[src/sv/bh_curve_interpolator_macros.svh]
// Assertion helpers for the checked module.
`ifndef BH_CURVE_INTERPOLATOR_MACROS_SVH
`define BH_CURVE_INTERPOLATOR_MACROS_SVH

// Condition that must hold at every edge out of reset.
`define BHCI_ASSERT_ALWAYS(lbl, cond, msg) \
    lbl: assert property (@(posedge i_clk) disable iff (!i_rst_n) (cond)) else $error(msg);

// Antecedent at one edge implies consequent at the next.
`define BHCI_ASSERT_NEXT(lbl, ante, cons, msg) \
    lbl: assert property (@(posedge i_clk) disable iff (!i_rst_n) (ante) |=> (cons)) \
        else $error(msg);

`endif

[src/sv/bhci_pkg.sv]
package bhci_pkg;

    localparam int COUNT_W = 5;
    localparam int H_W     = 32;
    localparam int R_W     = 40;

    localparam logic [1:0] OP_LOAD   = 2'd0;
    localparam logic [1:0] OP_FIELD  = 2'd1;
    localparam logic [1:0] OP_RELUCT = 2'd2;
    localparam logic [1:0] OP_NONE   = 2'd3;

    localparam logic [1:0] ST_OK      = 2'd0;
    localparam logic [1:0] ST_INVALID = 2'd1;
    localparam logic [1:0] ST_SAT     = 2'd2;

    localparam logic [H_W-1:0] H_MAX = 32'hFFFF_FFFF;
    localparam logic [R_W-1:0] R_MAX = 40'hFF_FFFF_FFFF;

    typedef struct packed {
        logic [1:0]  opcode;
        logic [3:0]  sample_index;
        logic [23:0] flux_b;
        logic [31:0] field_h;
    } t_in_beat;

    typedef struct packed {
        logic [39:0] result_value;
        logic [1:0]  status;
    } t_out_beat;

    typedef enum logic [2:0] {
        S_IDLE,
        S_REQ,
        S_CHK,
        S_SETUP,
        S_DIV,
        S_ADDH,
        S_RFIN,
        S_OUT
    } t_state;

endpackage

[src/sv/bhci_ram.sv]
module bhci_ram #(
    parameter int WIDTH = 56,
    parameter int DEPTH = 16
) (
    input  logic                     i_clk,
    input  logic                     i_we,
    input  logic [$clog2(DEPTH)-1:0] i_waddr,
    input  logic [WIDTH-1:0]         i_wdata,
    input  logic [$clog2(DEPTH)-1:0] i_raddr,
    output logic [WIDTH-1:0]         o_rdata
);

    logic [WIDTH-1:0] r_mem [DEPTH];
    logic [WIDTH-1:0] r_rdata;

    always_ff @(posedge i_clk) begin
        if (i_we) begin
            r_mem[i_waddr] <= i_wdata;
        end
        r_rdata <= r_mem[i_raddr];
    end

    assign o_rdata = r_rdata;

endmodule

[src/sv/bh_curve_interpolator.sv]
// Channel  | valid       | stall        | beat
// ---------+-------------+--------------+-----------------------------
// input    | i_in_valid  | o_in_stall   | i_in_beat  (t_in_beat)
// output   | o_out_valid | i_out_stall  | o_out_beat (t_out_beat)
// config   | i_cfg_we    | -            | i_cfg_data (sample_count)
//
// Loads and unused opcodes are taken in idle. A query walks the table, a request
// and a check state per sample (n = sample_count), then runs a one-bit-per-cycle
// divider of NW = B_WIDTH+32 steps: once for a field query or a zero-flux
// reluctivity, twice for other reluctivity; a bad sample_count goes straight to S_OUT.
// The single read port of the sample RAM sets the request and check per sample.
// Reset (sync, active low) clears control and sets sample_count to 2; the table
// is not cleared. A stalled result holds in the output register while the next
// query already runs; only its final write waits.
`include "bh_curve_interpolator_macros.svh"

module bh_curve_interpolator #(
    parameter int MAX_SAMPLES = 16,
    parameter int B_WIDTH     = 24
) (
    input  logic                         i_clk,
    input  logic                         i_rst_n,
    input  logic                         i_in_valid,
    output logic                         o_in_stall,
    input  bhci_pkg::t_in_beat           i_in_beat,
    output logic                         o_out_valid,
    input  logic                         i_out_stall,
    output bhci_pkg::t_out_beat          o_out_beat,
    input  logic                         i_cfg_we,
    input  logic [bhci_pkg::COUNT_W-1:0] i_cfg_data
);

    localparam int IW     = $clog2(MAX_SAMPLES);
    localparam int XW     = IW + 6;
    localparam int B_FRAC = B_WIDTH - 4;
    localparam int NW     = B_WIDTH + 32;
    localparam int CNTW   = $clog2(NW);
    localparam int EW     = B_WIDTH + 32;

    bhci_pkg::t_state r_state, n_state;

    logic [bhci_pkg::COUNT_W-1:0] r_count;
    logic [1:0]         r_op;
    logic [B_WIDTH-1:0] r_q;
    logic [IW-1:0]      r_idx;
    logic               r_found;
    logic               r_phase;
    logic               r_sat;
    logic [B_WIDTH-1:0] r_prev_b, r_lo_b, r_hi_b;
    logic [31:0]        r_prev_h, r_lo_h, r_hi_h;
    logic [NW-1:0]      r_num;
    logic [B_WIDTH-1:0] r_den;
    logic [B_WIDTH-1:0] r_rem;
    logic [CNTW-1:0]    r_cnt;
    logic [31:0]        r_base_h;
    logic [39:0]        r_res;
    logic [1:0]         r_status;
    logic               r_ovalid;
    bhci_pkg::t_out_beat r_obeat;

    logic               in_acc, is_query, count_bad, out_free;
    logic               ram_we;
    logic [IW-1:0]      ram_waddr;
    logic [EW-1:0]      ram_wdata, ram_rdata;
    logic [B_WIDTH-1:0] rd_b;
    logic [31:0]        rd_h;
    logic               last, fail, take_seg, zero_ratio, extrap;
    logic [B_WIDTH-1:0] base_b;
    logic [NW-1:0]      product;
    logic [B_WIDTH:0]   div_t, div_sub;
    logic               div_ge;
    logic [32:0]        h_sum;
    logic               h_sat;
    logic [31:0]        h_val;
    logic               ratio_ovf;

    bhci_ram #(
        .WIDTH(EW),
        .DEPTH(MAX_SAMPLES)
    ) u_table (
        .i_clk  (i_clk),
        .i_we   (ram_we),
        .i_waddr(ram_waddr),
        .i_wdata(ram_wdata),
        .i_raddr(r_idx),
        .o_rdata(ram_rdata)
    );

    // datapath decode
    always_comb begin
        in_acc    = i_in_valid && !o_in_stall;
        is_query  = i_in_beat.opcode == bhci_pkg::OP_FIELD ||
                    i_in_beat.opcode == bhci_pkg::OP_RELUCT;
        count_bad = r_count < bhci_pkg::COUNT_W'(2) ||
                    XW'(r_count) > XW'(MAX_SAMPLES);
        out_free  = !r_ovalid || !i_out_stall;
        rd_b      = ram_rdata[B_WIDTH-1:0];
        rd_h      = ram_rdata[B_WIDTH +: 32];
        last      = XW'(r_idx) + XW'(1) == XW'(r_count);
        if (r_idx == '0) begin
            fail = rd_b != '0 || rd_h != '0;
        end else begin
            fail = !(rd_b > r_prev_b) || !(rd_h > r_prev_h);
        end
        // first sample above the query, else the last one
        take_seg   = r_idx != '0 && !r_found && (rd_b > r_q || last);
        zero_ratio = r_op == bhci_pkg::OP_RELUCT && r_q == '0;
        extrap     = r_q >= r_hi_b;
        base_b     = extrap ? r_hi_b : r_lo_b;
        product    = NW'(r_q - base_b) * NW'(r_hi_h - r_lo_h);
        div_t      = {r_rem, r_num[NW-1]};
        div_sub    = div_t - {1'b0, r_den};
        div_ge     = div_t >= {1'b0, r_den};
        h_sum      = {1'b0, r_base_h} + {1'b0, r_num[31:0]};
        h_sat      = r_num[NW-1:32] != '0 || h_sum[32];
        h_val      = h_sat ? bhci_pkg::H_MAX : h_sum[31:0];
        ratio_ovf  = r_num[NW-1:40] != '0;
    end

    // next state
    always_comb begin
        n_state = r_state;
        case (r_state)
            bhci_pkg::S_IDLE: begin
                if (in_acc && is_query) begin
                    n_state = count_bad ? bhci_pkg::S_OUT : bhci_pkg::S_REQ;
                end
            end
            bhci_pkg::S_REQ: n_state = bhci_pkg::S_CHK;
            bhci_pkg::S_CHK: begin
                if (fail) begin
                    n_state = bhci_pkg::S_OUT;
                end else if (last) begin
                    n_state = bhci_pkg::S_SETUP;
                end else begin
                    n_state = bhci_pkg::S_REQ;
                end
            end
            bhci_pkg::S_SETUP: n_state = bhci_pkg::S_DIV;
            bhci_pkg::S_DIV: begin
                if (r_cnt == '0) begin
                    n_state = r_phase ? bhci_pkg::S_RFIN : bhci_pkg::S_ADDH;
                end
            end
            bhci_pkg::S_ADDH: begin
                n_state = (r_op == bhci_pkg::OP_FIELD) ? bhci_pkg::S_OUT : bhci_pkg::S_DIV;
            end
            bhci_pkg::S_RFIN: n_state = bhci_pkg::S_OUT;
            bhci_pkg::S_OUT: begin
                if (out_free) begin
                    n_state = bhci_pkg::S_IDLE;
                end
            end
            default: n_state = bhci_pkg::S_IDLE;
        endcase
    end

    // outputs
    always_comb begin
        o_in_stall = 1'b1;
        ram_we     = 1'b0;
        case (r_state)
            bhci_pkg::S_IDLE: begin
                o_in_stall = 1'b0;
                ram_we     = i_in_valid && i_in_beat.opcode == bhci_pkg::OP_LOAD &&
                             32'(i_in_beat.sample_index) < MAX_SAMPLES;
            end
            default: o_in_stall = 1'b1;
        endcase
        ram_waddr = IW'(i_in_beat.sample_index);
        ram_wdata = {i_in_beat.field_h, B_WIDTH'(i_in_beat.flux_b)};
    end

    always_ff @(posedge i_clk) begin
        if (!i_rst_n) begin
            r_state  <= bhci_pkg::S_IDLE;
            r_count  <= bhci_pkg::COUNT_W'(2);
            r_ovalid <= 1'b0;
        end else begin
            r_state <= n_state;
            if (i_cfg_we) begin
                r_count <= i_cfg_data;
            end
            if (r_state == bhci_pkg::S_OUT && out_free) begin
                r_ovalid <= 1'b1;
            end else if (!i_out_stall) begin
                r_ovalid <= 1'b0;
            end
        end
    end

    always_ff @(posedge i_clk) begin
        case (r_state)
            bhci_pkg::S_IDLE: begin
                r_op     <= i_in_beat.opcode;
                r_q      <= B_WIDTH'(i_in_beat.flux_b);
                r_idx    <= '0;
                r_found  <= 1'b0;
                r_phase  <= 1'b0;
                r_sat    <= 1'b0;
                r_res    <= '0;
                r_status <= bhci_pkg::ST_INVALID;
            end
            bhci_pkg::S_CHK: begin
                r_prev_b <= rd_b;
                r_prev_h <= rd_h;
                r_idx    <= r_idx + IW'(1);
                if (take_seg) begin
                    r_lo_b  <= r_prev_b;
                    r_lo_h  <= r_prev_h;
                    r_hi_b  <= rd_b;
                    r_hi_h  <= rd_h;
                    r_found <= 1'b1;
                end
            end
            bhci_pkg::S_SETUP: begin
                r_rem <= '0;
                r_cnt <= CNTW'(NW - 1);
                if (zero_ratio) begin
                    r_num   <= NW'({r_hi_h, {B_FRAC{1'b0}}});
                    r_den   <= r_hi_b;
                    r_phase <= 1'b1;
                end else begin
                    r_num    <= product;
                    r_den    <= r_hi_b - r_lo_b;
                    r_base_h <= extrap ? r_hi_h : r_lo_h;
                end
            end
            bhci_pkg::S_DIV: begin
                r_rem <= div_ge ? div_sub[B_WIDTH-1:0] : div_t[B_WIDTH-1:0];
                r_num <= {r_num[NW-2:0], div_ge};
                r_cnt <= r_cnt - CNTW'(1);
            end
            bhci_pkg::S_ADDH: begin
                r_sat    <= h_sat;
                r_res    <= {8'd0, h_val};
                r_status <= h_sat ? bhci_pkg::ST_SAT : bhci_pkg::ST_OK;
                // reluctivity: divide H by the query flux
                r_num    <= NW'({h_val, {B_FRAC{1'b0}}});
                r_den    <= r_q;
                r_rem    <= '0;
                r_cnt    <= CNTW'(NW - 1);
                r_phase  <= 1'b1;
            end
            bhci_pkg::S_RFIN: begin
                r_res    <= ratio_ovf ? bhci_pkg::R_MAX : r_num[39:0];
                r_status <= (ratio_ovf || r_sat) ? bhci_pkg::ST_SAT : bhci_pkg::ST_OK;
            end
            bhci_pkg::S_OUT: begin
                if (out_free) begin
                    r_obeat.result_value <= r_res;
                    r_obeat.status       <= r_status;
                end
            end
            default: r_idx <= r_idx;
        endcase
    end

    assign o_out_valid = r_ovalid;
    assign o_out_beat  = r_obeat;

    `BHCI_ASSERT_ALWAYS(a_load_only_idle, !ram_we || r_state == bhci_pkg::S_IDLE, "table write outside idle")
    `BHCI_ASSERT_NEXT(a_query_start, in_acc && is_query, r_state == bhci_pkg::S_REQ || r_state == bhci_pkg::S_OUT, "query did not start")
    `BHCI_ASSERT_NEXT(a_div_end, r_state == bhci_pkg::S_DIV && r_cnt == '0, r_state == bhci_pkg::S_ADDH || r_state == bhci_pkg::S_RFIN, "divider overran")
    `BHCI_ASSERT_NEXT(a_result_out, r_state == bhci_pkg::S_OUT && out_free, o_out_valid && r_state == bhci_pkg::S_IDLE, "result not posted")

endmodule

[config.mk]
export PLATFORM = sky130hd
export DESIGN_NAME = bh_curve_interpolator
export DESIGN_NICKNAME = d
export VERILOG_FILES = /design/src/sv/bhci_pkg.sv /design/src/sv/bhci_ram.sv /design/src/sv/bh_curve_interpolator.sv
export VERILOG_INCLUDE_DIRS = /design/src /design/src/sv
export SDC_FILE = /design/constraint.sdc
export NUM_CORES = 2
export LEC_CHECK = 0
export ABC_AREA = 1
export BUFFER_PORTS_ARGS = -buffer_cell sky130_fd_sc_hd__buf_4
export CORE_MARGIN = 4
export CORE_UTILIZATION = 35
export DETAILED_ROUTE_END_ITERATION = 6
export PLACE_DENSITY_LB_ADDON = 0.3
export RECOVER_POWER = 50
export SLEW_MARGIN = 10
export SYNTH_ARGS = -nofsm -noshare
export SYNTH_HDL_FRONTEND = slang
export SYNTH_SLANG_ARGS = --single-unit
[constraint.sdc]
create_clock -name i_clk -period 20.3 [get_ports i_clk]
set_input_delay 1.015 -clock i_clk [delete_from_list [all_inputs] [get_ports i_clk]]
set_output_delay 1.015 -clock i_clk [all_outputs]
set_load 0.01 [all_outputs]
==> summary.txt <==
Cells and area
  – Fill cell count: 25400
  – Most common cell after layout, fill and taps aside: nand2_1
  – Share of layout cells above drive strength 1: between 5 and 6%
  – Synth-to-Final Area Change: 10.0%
  – Nets@finish: 10300
  – Commonest cells after routing, fill and taps aside: 1455 x nand2_1, 1382 x inv_1, 1323 x edfxtp_1, 1036 x nor2_1, 829 x fa_1

Detailed routing
  – Wire length on met3: 18.3 mm
  – Met1 Routed Length: between 100 and 150 mm
  – Routed WL: 293 mm
  – Via count: 65900
  – Routed len/inst: 23.4 um
  – Drt initial violations: 5670
  – Routed wl met2: 138 mm
  – Drt pass-1 iters: 6
  – Post-route DRC: 0
  – Post-DR vias/cell: between 5 and 6
  – Routed Antenna Nets: 0
  – Highest Signal Layer: met5

Run status
  – Failing checks: capacitance limit, slew limit
  – Status: finished with violations

Worst setup path
  – Req. time, crit path: 20.92 ns
  – Startpoint type of the worst setup path: flip-flop
  – Reg2reg end: r_num[47]
  – Flop-to-flop setup slack: 7.35 ns
  – R2R depth: 39
  – Worst EP arrival: ~14 ns
  – CP max-delay cell: clkinv_1
  – Crit. End Element: flip-flop
  – Worst Setup EP: r_num[47]
  – Setup crit start: r_q[21]
  – Maximum net fanout on the critical path: 96
  – Critical path's largest stage delay: about 1.1 ns
  – Kind of critical path: reg2reg
  – Origin of the critical flop-to-flop path: r_q[21]

Global route
  – First-pass GRT wire length: around 440 mm
  – Initial antenna violation count: 33
  – Vias in the first global route: about 66000
  – Global route overflow: 0
  – Largest net degree at the start of global routing: 156
  – Total GRT Usage: 21.5%

Die
  – Total core area: roughly 260000 um2
  – Die Wd: 518 um
  – DIE HEIGHT: 518 um
  – Initial Util: a little over a third
  – Row count: 187
  – Die ar.: 269000 um2
  – Num ports: 116

Clock tree
  – CTS H-tree lvls: 4
  – Num CTS Buffers: 145
  – Setup bufs post-CTS: 0
  – Clock latency on the worst-skew pair: a little under 0.8 ns
  – CTS tree: built
  – Hold buffers post-CTS: 0
  – Post-CTS Resized: 0
  – Clk pin slew, worst setup/hold paths: 0.06 ns
  – Root Buffer: clkbuf_16
  – Clock Sink Count: 1388
  – Max Buffers Root-to-Sink: 3

Timing
  – Slew margin rel.: -137%
  – Fin. max-slew vios: 308
  – Final Cycle Share: 63.8%
  – Setup repair after global routing missed its margin: no
  – Fmax: 0.0772 GHz
  – Slew @ Worst Pin: 3.56 ns
  – Setup violators final: 0
  – Fin Setup TNS: 0 ns
  – Fin crit period: 12.95 ns
  – Skew final: between 0.04 and 0.05 ns
  – Hold Violations, Final: 0

Synthesis
  – Post-synthesis sequential area ratio: between 40% and 50%
  – Post-synth cell types: 68
  – Post-synth EDFFs: 1323
  – Post-synthesis instance area: between 90000 and 100000 um2
  – Syn_nets: 10300
  – Fraction of registers with async set/reset: 0%
  – Ys Warns: 0
  – Syn Inst Count: 8974
  – Top FF cell, synth: edfxtp_1
  – Avg Inst Size Synth: 10.2 um2
  – Yosys reg bits: roughly 1400

Placement
  – Port Buffer Count: 115
  – Final Wtd Congestion: 0.984
  – Detailed Place HPWL: 213 mm

Run
  – Max_cap viols: 7

Hold path
  – Hold Crit Class: reg2reg
routing by layer:
layer / up-vias / global-route usage [%]
met2: 2261 / 35.0
met1: 33500 / 29.1
li1: 29600 / -
met3: 485 / 3.41
met4: 28 / 7.32
met5: - / 0
synthesized netlist by cell type (all sizes together) (2+ instances only):
master      n  area, um2
a31oi      20        131
ha        398       4980
a21oi     269       1410
dfxtp      65       1300
xnor2      35        307
a221oi      6       52.6
nor4       23        144
o22ai     142        888
and2        5       33.8
nand3b      6       45.0
and3        8       50.1
a211oi     25        188
a21o       11       82.6
edfxtp   1323      39700
fa        829      16600
o21ai     776       3890
a32o        3       30.0
o211ai     64        480
buf        69        418
inv      1403       5280
a31o        4       35.0
nand3     258       1300
o21bai     36        278
nor3       43        215
o21a        5       37.5
nand2    1507       5830
o221ai     98        858
xor2       78        702
a22o        2       17.5
or2        44        283
clkinv      7       26.3
nor4b       3       26.3
a21boi     10       75.1
o2111ai     2       17.5
o31ai       5       42.5
clkbuf    282       1060
nand4      45        282
nor2     1059       3980
final cells by class:
| class | count | area (um2) | share of cell area, % |
|---|---|---|---|
| Antenna cell | 12 | 30.0 | 0.0299 |
| Multi-Input combinational cell | 5825 | 43800 | 43.7 |
| Inverter | 1410 | 5320 | 5.31 |
| Tap cell | 3402 | 4260 | 4.24 |
| Clock inverter | 67 | 631 | 0.629 |
| Sequential cell | 1388 | 41000 | 40.9 |
| Clock buffer | 192 | 3960 | 3.95 |
| Timing Repair Buffer | 222 | 1290 | 1.29 |
registers in the layout (all words and copies together), names as in the netlist, 2 cells and up:
register / cells
r_lo_h: 32
o_out_beat: 42
r_cnt: 6
r_hi_b: 24
r_q: 24
r_rem: 24
r_hi_h: 32
r_prev_b: 24
r_den: 24
r_op: 2
r_state: 3
r_count: 5
u_table.o_rdata: 56
r_idx: 4
r_lo_b: 24
r_base_h: 32
u_table.r_mem: 896
r_res: 40
r_prev_h: 32
r_status: 2
r_num: 56
critical path, delay by kind of cell (launching register included):
kind,cells,cell delay [ns]
adders and majority gates,10,4.71
and+or+nand+nor,11,2.39
buffers and inverters,9,2.23
AOI/OAI and AO/OA,8,2.02
xor gates and xnor gates,1,0.82
DFF,1,0.58
how the worst min path moves through the flow:
stage               slack (ns)           from  depth (start not counted)              to
floorplan                 0.40    r_status[0]                          0   o_out_beat[0]
global placement          0.40      r_res[13]                          0  o_out_beat[15]
detailed placement        0.41      r_res[18]                          0  o_out_beat[20]
CTS                       0.38  i_cfg_data[1]                          3      r_count[1]
global route              0.42       r_res[2]                          0   o_out_beat[4]
finish                    0.41    r_status[0]                          0   o_out_beat[0]
logic make-up (layout without fill, tap and decap cells):
group / count (synthesis) / in the layout / share of synthesized area (%)
buffers and inverters: 1761 / 1891 / 7.44
DFF: 1388 / 1388 / 45.0
other: 0 / 12 / 0
and+or+nand+nor: 3003 / 3003 / 13.4
AOI/OAI and AO/OA: 1482 / 1482 / 9.39
xor gates and xnor gates: 113 / 113 / 1.11
adders and majority gates: 1227 / 1227 / 23.7
metrics by stage:
step                cells  cell area (um2)  hold slack (ns)  util (%)  worst slack, ns
global route        12500           100000            0.424      38.6             6.85
CTS                 12500           101000            0.383      38.8             7.61
floorplan            8974            91200            0.400         -            10.99
finish              12500           100000            0.413      38.7             7.35
global placement    12200            96100            0.403      37.0             7.53
detailed placement  12200            96100            0.406      37.0             7.67
Power is left out: the tool's default activity adds up to more than one toggle a clock period on the data nets, which glitch-free logic cannot reach.
